===== src/hw/rtl/aesbe_pkg.sv =====
`default_nettype none
// ----------------------------------------------------------------------------
// aesbe_pkg
// Shared types, constants and byte functions of the block cipher datapath.
// ----------------------------------------------------------------------------
package aesbe_pkg;

   localparam int NUM_RKEYS = 13;
   localparam int REG_ADDR_W = 5;

   localparam logic [3:0] NR_128 = 4'd10;
   localparam logic [3:0] NR_192 = 4'd12;

   localparam logic [7:0] GF_REDUCE = 8'h1b;
   localparam logic [7:0] GF_TOP = 8'h80;
   localparam logic [7:0] RCON_FIRST = 8'h01;

   // register indexes (paddr[4:3])
   localparam logic [1:0] REG_MODE = 2'd0;
   localparam logic [1:0] REG_KEY_HIGH = 2'd1;
   localparam logic [1:0] REG_KEY_MID = 2'd2;
   localparam logic [1:0] REG_KEY_LOW = 2'd3;

   typedef logic [NUM_RKEYS-1:0][127:0] rkey_array_type;

   typedef struct packed {
      logic add_only;
      logic last;
      logic bypass;
   } stage_ctl_type;

   typedef enum logic [0:0] {
      KX_IDLE,
      KX_RUN
   } kx_state_type;

   localparam logic [2047:0] SBOX_BITS = {
      256'h637c777bf26b6fc53001672bfed7ab76ca82c97dfa5947f0add4a2af9ca472c0,
      256'hb7fd9326363ff7cc34a5e5f171d8311504c723c31896059a071280e2eb27b275,
      256'h09832c1a1b6e5aa0523bd6b329e32f8453d100ed20fcb15b6acbbe394a4c58cf,
      256'hd0efaafb434d338545f9027f503c9fa851a3408f929d38f5bcb6da2110fff3d2,
      256'hcd0c13ec5f974417c4a77e3d645d197360814fdc222a908846eeb814de5e0bdb,
      256'he0323a0a4906245cc2d3ac629195e479e7c8376d8dd54ea96c56f4ea657aae08,
      256'hba78252e1ca6b4c6e8dd741f4bbd8b8a703eb5664803f60e613557b986c11d9e,
      256'he1f8981169d98e949b1e87e9ce5528df8ca1890dbfe6426841992d0fb054bb16
   };

   function automatic logic [7:0] sbox(input logic [7:0] b);
      sbox = SBOX_BITS[2047 - 8 * int'(b) -: 8];
   endfunction

   function automatic logic [7:0] xtime(input logic [7:0] b);
      logic [7:0] d;
      d = {b[6:0], 1'b0};
      if ((b & GF_TOP) != 8'h00) begin
         d = d ^ GF_REDUCE;
      end
      xtime = d;
   endfunction

   function automatic logic [31:0] sub_word(input logic [31:0] w);
      sub_word = {sbox(w[31:24]), sbox(w[23:16]), sbox(w[15:8]), sbox(w[7:0])};
   endfunction

   // byte i of the state sits at bits 127-8i downto 120-8i
   function automatic logic [127:0] sub_shift(input logic [127:0] s);
      logic [127:0] t;
      for (int r = 0; r < 4; r++) begin
         for (int c = 0; c < 4; c++) begin
            t[127 - 8 * (r + 4 * c) -: 8] =
               sbox(s[127 - 8 * (r + 4 * ((c + r) % 4)) -: 8]);
         end
      end
      sub_shift = t;
   endfunction

   function automatic logic [127:0] mix_cols(input logic [127:0] s);
      logic [127:0] t;
      logic [7:0] a0, a1, a2, a3, d0, d1, d2, d3;
      for (int c = 0; c < 4; c++) begin
         a0 = s[127 - 32 * c -: 8];
         a1 = s[119 - 32 * c -: 8];
         a2 = s[111 - 32 * c -: 8];
         a3 = s[103 - 32 * c -: 8];
         d0 = xtime(a0);
         d1 = xtime(a1);
         d2 = xtime(a2);
         d3 = xtime(a3);
         t[127 - 32 * c -: 8] = d0 ^ d1 ^ a1 ^ a2 ^ a3;
         t[119 - 32 * c -: 8] = a0 ^ d1 ^ d2 ^ a2 ^ a3;
         t[111 - 32 * c -: 8] = a0 ^ a1 ^ d2 ^ d3 ^ a3;
         t[103 - 32 * c -: 8] = d0 ^ a0 ^ a1 ^ a2 ^ d3;
      end
      mix_cols = t;
   endfunction

endpackage
`default_nettype wire


===== src/hw/rtl/aesbe_key_expand.sv =====
`default_nettype none
// ----------------------------------------------------------------------------
// aesbe_key_expand
// Key schedule sequencer: one 32-bit schedule word per cycle into the
// round key registers.
// ----------------------------------------------------------------------------
module aesbe_key_expand (
   input  wire logic                     clock,
   input  wire logic                     reset,
   input  wire logic                     start,
   input  wire logic                     mode,
   input  wire logic [63:0]              key_high,
   input  wire logic [63:0]              key_mid,
   input  wire logic [63:0]              key_low,
   output logic                          busy,
   output aesbe_pkg::rkey_array_type     round_keys
);

   aesbe_pkg::kx_state_type state_ff, state_in;
   logic                    pend_ff, pend_in;
   logic [5:0]              idx_ff, idx_in;
   logic [2:0]              pos_ff, pos_in;
   logic [7:0]              rcon_ff, rcon_in;
   logic [5:0][31:0]        win_ff;
   aesbe_pkg::rkey_array_type rk_ff;

   logic [2:0]  nk;
   logic [5:0]  last_idx;
   logic        load;
   logic [31:0] tmp;
   logic [31:0] prev;
   logic [31:0] word;

   assign nk = mode ? 3'd6 : 3'd4;
   assign last_idx = mode ? 6'd51 : 6'd43;

   // next schedule word
   always_comb begin
      tmp = win_ff[5];
      if (pos_ff == 3'd0) begin
         tmp = aesbe_pkg::sub_word({tmp[23:0], tmp[31:24]}) ^ {rcon_ff, 24'h000000};
      end
      prev = mode ? win_ff[0] : win_ff[2];
      word = prev ^ tmp;
   end

   // sequencer control
   always_comb begin
      state_in = state_ff;
      pend_in = pend_ff | start;
      idx_in = idx_ff;
      pos_in = pos_ff;
      rcon_in = rcon_ff;
      load = 1'b0;
      case (state_ff)
         aesbe_pkg::KX_IDLE: begin
            if (pend_ff) begin
               load = 1'b1;
               pend_in = start;
               state_in = aesbe_pkg::KX_RUN;
               idx_in = {3'd0, nk};
               pos_in = 3'd0;
               rcon_in = aesbe_pkg::RCON_FIRST;
            end
         end
         aesbe_pkg::KX_RUN: begin
            idx_in = idx_ff + 6'd1;
            pos_in = (pos_ff == nk - 3'd1) ? 3'd0 : pos_ff + 3'd1;
            if (pos_ff == 3'd0) begin
               rcon_in = aesbe_pkg::xtime(rcon_ff);
            end
            if (idx_ff == last_idx || start) begin
               state_in = aesbe_pkg::KX_IDLE;
            end
         end
         default: begin
            state_in = aesbe_pkg::KX_IDLE;
         end
      endcase
   end

   // control registers
   always_ff @(posedge clock) begin
      if (reset) begin
         state_ff <= aesbe_pkg::KX_IDLE;
         pend_ff <= 1'b1;
         idx_ff <= '0;
         pos_ff <= '0;
         rcon_ff <= aesbe_pkg::RCON_FIRST;
      end else begin
         state_ff <= state_in;
         pend_ff <= pend_in;
         idx_ff <= idx_in;
         pos_ff <= pos_in;
         rcon_ff <= rcon_in;
      end
   end

   // schedule window (newest word on top) and round key registers
   always_ff @(posedge clock) begin
      if (load) begin
         if (mode) begin
            win_ff <= {key_low[31:0], key_low[63:32], key_mid[31:0], key_mid[63:32],
                       key_high[31:0], key_high[63:32]};
         end else begin
            win_ff <= {key_mid[31:0], key_mid[63:32], key_high[31:0], key_high[63:32],
                       64'd0};
         end
         rk_ff[0] <= {key_high, key_mid};
         if (mode) begin
            rk_ff[1][127:64] <= key_low;
         end
      end else if (state_ff == aesbe_pkg::KX_RUN) begin
         win_ff <= {word, win_ff[5:1]};
         rk_ff[idx_ff[5:2]][127 - 32 * int'(idx_ff[1:0]) -: 32] <= word;
      end
   end

   assign busy = pend_ff || (state_ff == aesbe_pkg::KX_RUN);
   assign round_keys = rk_ff;

endmodule
`default_nettype wire


===== config.mk =====
export PLATFORM = sky130hd
export DESIGN_NAME = aesbe_key_expand
export DESIGN_NICKNAME = d
export VERILOG_FILES = /design/src/hw/rtl/aesbe_pkg.sv /design/src/hw/rtl/aesbe_key_expand.sv
export SDC_FILE = /design/constraint.sdc
export NUM_CORES = 2
export LEC_CHECK = 0
export ABC_AREA = 1
export BUFFER_PORTS_ARGS = -buffer_cell sky130_fd_sc_hd__buf_2
export CAP_MARGIN = 10
export CORE_AREA = 4 4 719 721
export DETAILED_ROUTE_END_ITERATION = 10
export DIE_AREA = 0 0 723 725
export PLACE_DENSITY = 0.34
export SETUP_SLACK_MARGIN = 0.3
export SLEW_MARGIN = 20
export SYNTH_ARGS = -nofsm -noshare
export SYNTH_HDL_FRONTEND = slang
export SYNTH_SLANG_ARGS = --single-unit

===== constraint.sdc =====
create_clock -name clock -period 19.3 [get_ports clock]
set_input_delay 5.79 -clock clock [delete_from_list [all_inputs] [get_ports clock]]
set_output_delay 5.79 -clock clock [all_outputs]
set_load 0.005 [all_outputs]

Word level (Yosys, flattened, before mapping)
Index checks and enable logic that the tools add are counted.
{"block": "word_totals", "regBits": 1875, "in_bits": 196, "output_inout_bits": 1665, "wordCells": 90}
{"block": "op_classes", "add_sub_neg": 9, "n_lt_le_gt_ge": 2, "n_eq_ne": 5, "shift": 6, "mux": 29, "n_bitwise": 6, "n_reduce_logical": 8}
{"cell": "2055-bit by 12-bit variable part select with 8-bit output (first input constant)", "count": 4}
{"cell": "1664-bit bitwise mux", "count": 1}
{"cell": "192-bit 2-to-1 mux", "count": 3}
{"cell": "128-bit demux with 4-bit select", "count": 1}
{"cell": "128-bit 2-to-1 mux", "count": 2}
{"cell": "256-bit 2-to-1 mux", "count": 1}
{"cell": "32-bit by 33-bit variable shift with 159-bit output (first input constant)", "count": 1}
{"cell": "32-bit by 33-bit variable part select with 159-bit output", "count": 1}
{"cell": "64-bit 2-to-1 mux", "count": 2}
{"cell": "32-bit 2-to-1 mux", "count": 2}
{"cell": "32-bit bitwise XOR", "count": 2}
{"cell": "11-bit by 11-bit subtractor with 12-bit output (first input constant)", "count": 4}
{"cell": "8-bit negation with 33-bit output", "count": 1}
{"cell": "8-bit 2-to-1 mux", "count": 2}
{"cell": "8-bit case mux with 2 select lines", "count": 1}
{"cell": "6-bit case mux with 2 select lines", "count": 1}
{"cell": "5-bit 2-to-1 mux", "count": 2}
{"cell": "7-bit by 7-bit subtractor with 8-bit output (first input constant)", "count": 1}
{"cell": "6-bit by 1-bit adder with 6-bit output (second input constant)", "count": 1}
{"cell": "6-bit equality test", "count": 1}
{"cell": "3-bit 2-to-1 mux", "count": 2}
{"cell": "6-bit 2-to-1 mux", "count": 1}
{"cell": "3-bit case mux with 2 select lines", "count": 1}
{"cell": "2-bit AND reduction", "count": 3}
{"cell": "17 further kinds", "count": 24}

Longest topological paths before layout
{"block": "depth", "depth_word": 9, "depth_mapped": 21}

Worst setup path before layout
Ideal clock, no wire load.
{"block": "synth_path", "path_kind": "reg-to-output", "from": "register state_ff", "to": "output port busy", "arrival_time_ps": 4459, "setup_slack_ps": 9051, "path_stages_with_launch": 4, "cell_sequence": "dfxtp_1 -> clkbuf_1 -> nor2_1 -> inv_1"}
{"block": "synth_via", "elab_chain_cells": 1}
{"element": "start, declared", "line": "aesbe_key_expand.sv:19", "rtl": "aesbe_pkg::kx_state_type state_ff, state_in;"}
{"element": "start signal, assigned", "line": "aesbe_key_expand.sv:85", "rtl": "state_ff <= aesbe_pkg::KX_IDLE;"}
{"element": "start signal, assigned", "line": "aesbe_key_expand.sv:91", "rtl": "state_ff <= state_in;"}
{"element": "1-bit logical OR", "line": "aesbe_key_expand.sv:119", "rtl": "assign busy = pend_ff || (state_ff == aesbe_pkg::KX_RUN);"}
{"element": "end, declared", "line": "aesbe_key_expand.sv:15", "rtl": "output logic busy,"}
No other way between the ends.

Worst setup path in the final report
{"block": "layout_path", "from": "input port mode", "to": "register rk_ff (netlist bit round_keys[358]), data pin"}
{"block": "layout_via", "elab_chain_cells": 4}
{"element": "start, declared", "line": "aesbe_key_expand.sv:11", "rtl": "input wire logic mode,"}
{"element": "32-bit 2-to-1 mux", "line": "aesbe_key_expand.sv:43", "rtl": "prev = mode ? win_ff[0] : win_ff[2];"}
{"element": "32-bit bitwise XOR", "line": "aesbe_key_expand.sv:44", "rtl": "word = prev ^ tmp;"}
{"element": "32-bit by 33-bit variable part select with 159-bit output", "line": "aesbe_key_expand.sv:115", "rtl": "rk_ff[idx_ff[5:2]][127 - 32 * int'(idx_ff[1:0]) -: 32] <= word;"}
{"element": "1664-bit bitwise mux", "line": "aesbe_key_expand.sv:115"}
{"element": "end signal, assigned by index", "line": "aesbe_key_expand.sv:115"}
{"element": "end, declared", "line": "aesbe_key_expand.sv:25", "rtl": "aesbe_pkg::rkey_array_type rk_ff;"}
No other way between the ends.
A chain may end at the register's enable or synchronous reset.

==> summary.json <==
{
  "setup_path": {
    "cp.buffers_inverters": 4,
    "slowest_delay_ps": 730,
    "critical_path.max_fanout": 61,
    "most_frequent_cell_on_the_critical_path": "sky130_fd_sc_hd__buf_4",
    "critical_path_class": "in2reg",
    "cpMaxStageDelayCell": "sky130_fd_sc_hd__nor2_2",
    "worst_setup_path_end_kind": "flip-flop",
    "cp_data_arrival_time_ps": 9950,
    "critical_path.cell_chain": "buf_4 > inv_6 > buf_4 > buf_4 > or2_2 > o21ai_0 > nand3b_1 > nand2_2 > nand2_1 > nor2_2",
    "cp_top_family": "buffers and inverters",
    "cp_data_required_time_ps": 19820,
    "startpoint_type_of_the_worst_setup_path": "primary input"
  },
  "sta": {
    "worst-slew-pin-transition_ps": 1190,
    "post-route-period-util_pct": 48.9,
    "setup_total_negative_slack_ps": 0,
    "slew_headroom_pct": 20.5,
    "final_setup_violation_count": 0,
    "unrepaired_setup_endpoints_after_global_routing": "no",
    "fin_skew_ps": 134,
    "max_fclk_mhz": 106,
    "period_minus_slack_ps": 9430,
    "timing_max_transition_violations_final": 0,
    "timing_hold_violations_final": 0
  },
  "yosys": {
    "combinational_family_with_the_most_area_after_synthesis": "simple AND/OR/NAND/NOR gates",
    "post_synth_xor_area_fraction_pct": 0.0115,
    "muxShareOfSynthArea_pct": 0.144,
    "yosys_most_used_dff": "sky130_fd_sc_hd__edfxtp_1",
    "compound_gate_portion_of_the_synthesized_area_pct": 5.06,
    "ys_seq_elements": 1875,
    "postSynthNetCount": 6511,
    "synth-seq-area-share_pct": 73.6,
    "synth_adder_area_share_pct": 1.02,
    "syn_area_per_cell_um2": 12.2,
    "postSynth.asyncResetShare_pct": 0,
    "syn_warnings": 0,
    "synth_enable_flop_cells": 1856,
    "synthDominantAreaCellType": "sky130_fd_sc_hd__edfxtp_1",
    "post_synth_simple_gate_area_pct": 16.5,
    "netlist_instances": 6253,
    "synthesis.area_mm2": 0.0763,
    "yosysTopAreaCellShare_pct": 73.1,
    "synth_cell_types": 40,
    "ys_top_cells_by_area": "sky130_fd_sc_hd__edfxtp_1 (73%), sky130_fd_sc_hd__nand2_1 (7.6%), sky130_fd_sc_hd__nand3_1 (5.0%)"
  },
  "power": {
    "power.leakage_nw": 38.7,
    "clockPowerShare_pct": 33.7,
    "net_switching_w": 0.00544,
    "powerDensity_mw_per_mm2": 133,
    "share_comb_of_total_power_pct": 30.5,
    "finalPower_w": 0.0138,
    "vdd_drop_max_mv": 0.0811,
    "sw_frac_of_total_pct": 39.4,
    "seq_power_share_pct": 35.8,
    "power.internal_w": 0.00838
  },
  "hold_path": {
    "timing.hold.worst.class": "reg2reg"
  },
  "clock_tree": {
    "clk_path_buf_depth": 4,
    "cts_tree": "done",
    "sink_count": 1875,
    "cts_root_buf": "sky130_fd_sc_hd__clkbuf_16",
    "worst_skew_late_latency_ps": 970,
    "clk_pin_slew_worst_paths_ps": 70,
    "numCtsBuffers": 231,
    "postCtsSetupBuffers": 0,
    "cts.htree.levels": 4,
    "cts_hold_repair.buffers": 0,
    "post_cts.resized_instances": 0
  },
  "global_route": {
    "grt_pass1_vias": 61487,
    "track_usage_pct": 20.5,
    "initial_antenna_violation_count": 173,
    "grt_max_degree": 82,
    "global_route.overflow_total": 0,
    "grt_first_pass_wirelength_um": 703000
  },
  "die": {
    "core_box_area_mm2": 0.511,
    "num_rows": 263,
    "floorplan.die_area_mm2": 0.524,
    "boundary_pin_count": 1861,
    "die_y_um": 725,
    "chipWidth_um": 723,
    "starting_utilization_of_the_core_area_pct": 14.9
  },
  "cells_and_area": {
    "final_nets": 8453,
    "finalCoreUtilization_pct": 20.3,
    "drive_above_1_share_pct": 31.9,
    "area_grow_syn2layout_pct": 35.8,
    "fill_cells": 55820,
    "final_cell_area_mm2": 0.104,
    "finalNonFillerCells": 15250
  },
  "place": {
    "dpl-instance-area_mm2": 0.0954,
    "gp_routability_congestion": 0.878,
    "dpl.cell_count": 14719,
    "dp_hpwl_um": 420000,
    "port_buffers": 1860
  },
  "route": {
    "antenna_left": 0,
    "routed_wirelength_um": 564000,
    "detail_route.vias_per_cell": 4.20,
    "drt_first_iter_violations": 7229,
    "num_vias": 64027,
    "drt-wirelength-per-cell_um": 37.0,
    "first_pass_iters": 7,
    "detail_route.drc_violations": 0
  },
  "status": {
    "run_status": "complete, no violations"
  },
  "job": {
    "maxCapViolCount": 0
  }
}
==> worst register-to-register path, cell delays in order (launching register included) <==
cell and delay (ps):
sky130_fd_sc_hd__edfxtp_1 770, sky130_fd_sc_hd__clkinv_1 730, sky130_fd_sc_hd__ha_1 670, sky130_fd_sc_hd__inv_1 110
sky130_fd_sc_hd__nand2_1 170, sky130_fd_sc_hd__nand2_1 260, sky130_fd_sc_hd__inv_1 200, sky130_fd_sc_hd__o21ai_0 110
sky130_fd_sc_hd__nand3_1 90, sky130_fd_sc_hd__nand3_1 160, sky130_fd_sc_hd__nand3_1 130, sky130_fd_sc_hd__nand2_1 70
sky130_fd_sc_hd__a21oi_1 120, sky130_fd_sc_hd__nand2_1 340, sky130_fd_sc_hd__nand2_1 170, sky130_fd_sc_hd__nand2_1 60
sky130_fd_sc_hd__nand2_1 60, sky130_fd_sc_hd__buf_4 250, sky130_fd_sc_hd__nand2_1 430, sky130_fd_sc_hd__nor2_2 950
==> cell usage in the layout, fill, tap and decap left out, types with 32 or more instances in the layout <==
cell type / count
sky130_fd_sc_hd__edfxtp_1: 1856
sky130_fd_sc_hd__clkinv_2: 37
sky130_fd_sc_hd__o21ai_0: 361
sky130_fd_sc_hd__nand4_1: 148
sky130_fd_sc_hd__buf_4: 191
sky130_fd_sc_hd__inv_1: 309
sky130_fd_sc_hd__o211ai_1: 103
sky130_fd_sc_hd__clkbuf_16: 231
sky130_fd_sc_hd__a21oi_1: 98
sky130_fd_sc_hd__nand3_1: 759
sky130_fd_sc_hd__bufinv_16: 37
sky130_fd_sc_hd__clkinv_1: 48
sky130_fd_sc_hd__nor2_1: 212
sky130_fd_sc_hd__clkbuf_1: 36
sky130_fd_sc_hd__ha_1: 62
sky130_fd_sc_hd__buf_2: 1859
sky130_fd_sc_hd__diode_2: 104
sky130_fd_sc_hd__nand2_1: 1540
sky130_fd_sc_hd__nor2_4: 112
sky130_fd_sc_hd__o22ai_1: 86
sky130_fd_sc_hd__nand2_2: 32
==> cell families after synthesis <==
family	Yosys count
buf+inv	696
fa+ha+maj	62
flops	1875
compound gates	686
simple gates	2922
xor+xnor	1
mux	11
==> cell usage after synthesis (11+ instances only) <==
cell type,count
sky130_fd_sc_hd__or2_2,15
sky130_fd_sc_hd__mux2i_1,11
sky130_fd_sc_hd__inv_2,16
sky130_fd_sc_hd__nand4_1,148
sky130_fd_sc_hd__a21oi_1,98
sky130_fd_sc_hd__nand3b_1,19
sky130_fd_sc_hd__clkbuf_1,193
sky130_fd_sc_hd__nor2_1,345
sky130_fd_sc_hd__nand3_1,759
sky130_fd_sc_hd__nand2_2,26
sky130_fd_sc_hd__dfxtp_1,19
sky130_fd_sc_hd__buf_4,25
sky130_fd_sc_hd__o21ai_0,364
sky130_fd_sc_hd__o211ai_1,103
sky130_fd_sc_hd__buf_1,43
sky130_fd_sc_hd__ha_1,62
sky130_fd_sc_hd__buf_2,86
sky130_fd_sc_hd__nor3_1,43
sky130_fd_sc_hd__o22ai_1,86
sky130_fd_sc_hd__nand2_1,1550
sky130_fd_sc_hd__edfxtp_1,1856
sky130_fd_sc_hd__inv_1,320
==> stage by stage <==
| stage | setup slack [ps] | hold WS, ps |
|---|---|---|
| after floorplan | 9050 | 449 |
| after global placement | 8950 | 483 |
| after detailed placement | 8920 | 489 |
| after CTS | 9870 | 454 |
| after global routing | 9800 | 484 |
| final | 9870 | 482 |
==> registers in the layout, indices dropped and copies added, names as in the netlist <==
register    flops
pos_ff          3
pend_ff         1
idx_ff          6
rcon_ff         8
win_ff        192
state_ff        1
round_keys   1664
==> routing by layer <==
layer | wire [um] | vias to the layer above | part of all wire (%) | GRT usage (%)
met5 | 330 | - | 0.059 | 0
met4 | 19500 | 54 | 3.5 | 6.00
met3 | 40000 | 598 | 7.1 | 4.06
met2 | 277000 | 3555 | 49 | 35.6
met1 | 228000 | 33384 | 40 | 25.6
li1 | - | 26436 | - | -
==> path summary, 6_finish.rpt <==
check                           slack (ps)        start  depth (start not counted)              end
worst min register to register         480  win_ff[139]                          2      win_ff[107]
worst max-delay path                  9870         mode                         10  round_keys[358]
worst max register to register       13070  win_ff[184]                         19  round_keys[352]
worst min-delay path                   480  win_ff[139]                          2      win_ff[107]
==> layout make-up <==
cell class | instances | area, um2 | share of cell area (%)
repair buffers | 2059 | 10900 | 10.6
clock inverters | 160 | 2030 | 1.96
clock buffers | 267 | 5920 | 5.71
flip-flops and latches | 1875 | 56100 | 54.2
well taps | 6757 | 8450 | 8.16
inverters | 346 | 1340 | 1.29
multi-input cells | 3682 | 18600 | 17.9
diodes | 104 | 260 | 0.251
==> power by group through the flow <==
stage,Sequential [W],Clock (W),Combinational (W)
finish,0.00495,0.00465,0.00422
global route,0.00496,0.00495,0.00447
CTS,0.00495,0.00479,0.00426
detailed placement,0.00503,0,0.00424
global placement,0.00504,0,0.00430
floorplan,0.00498,0,0.00195
No activity file was read; power rests on OpenSTA's default activity.
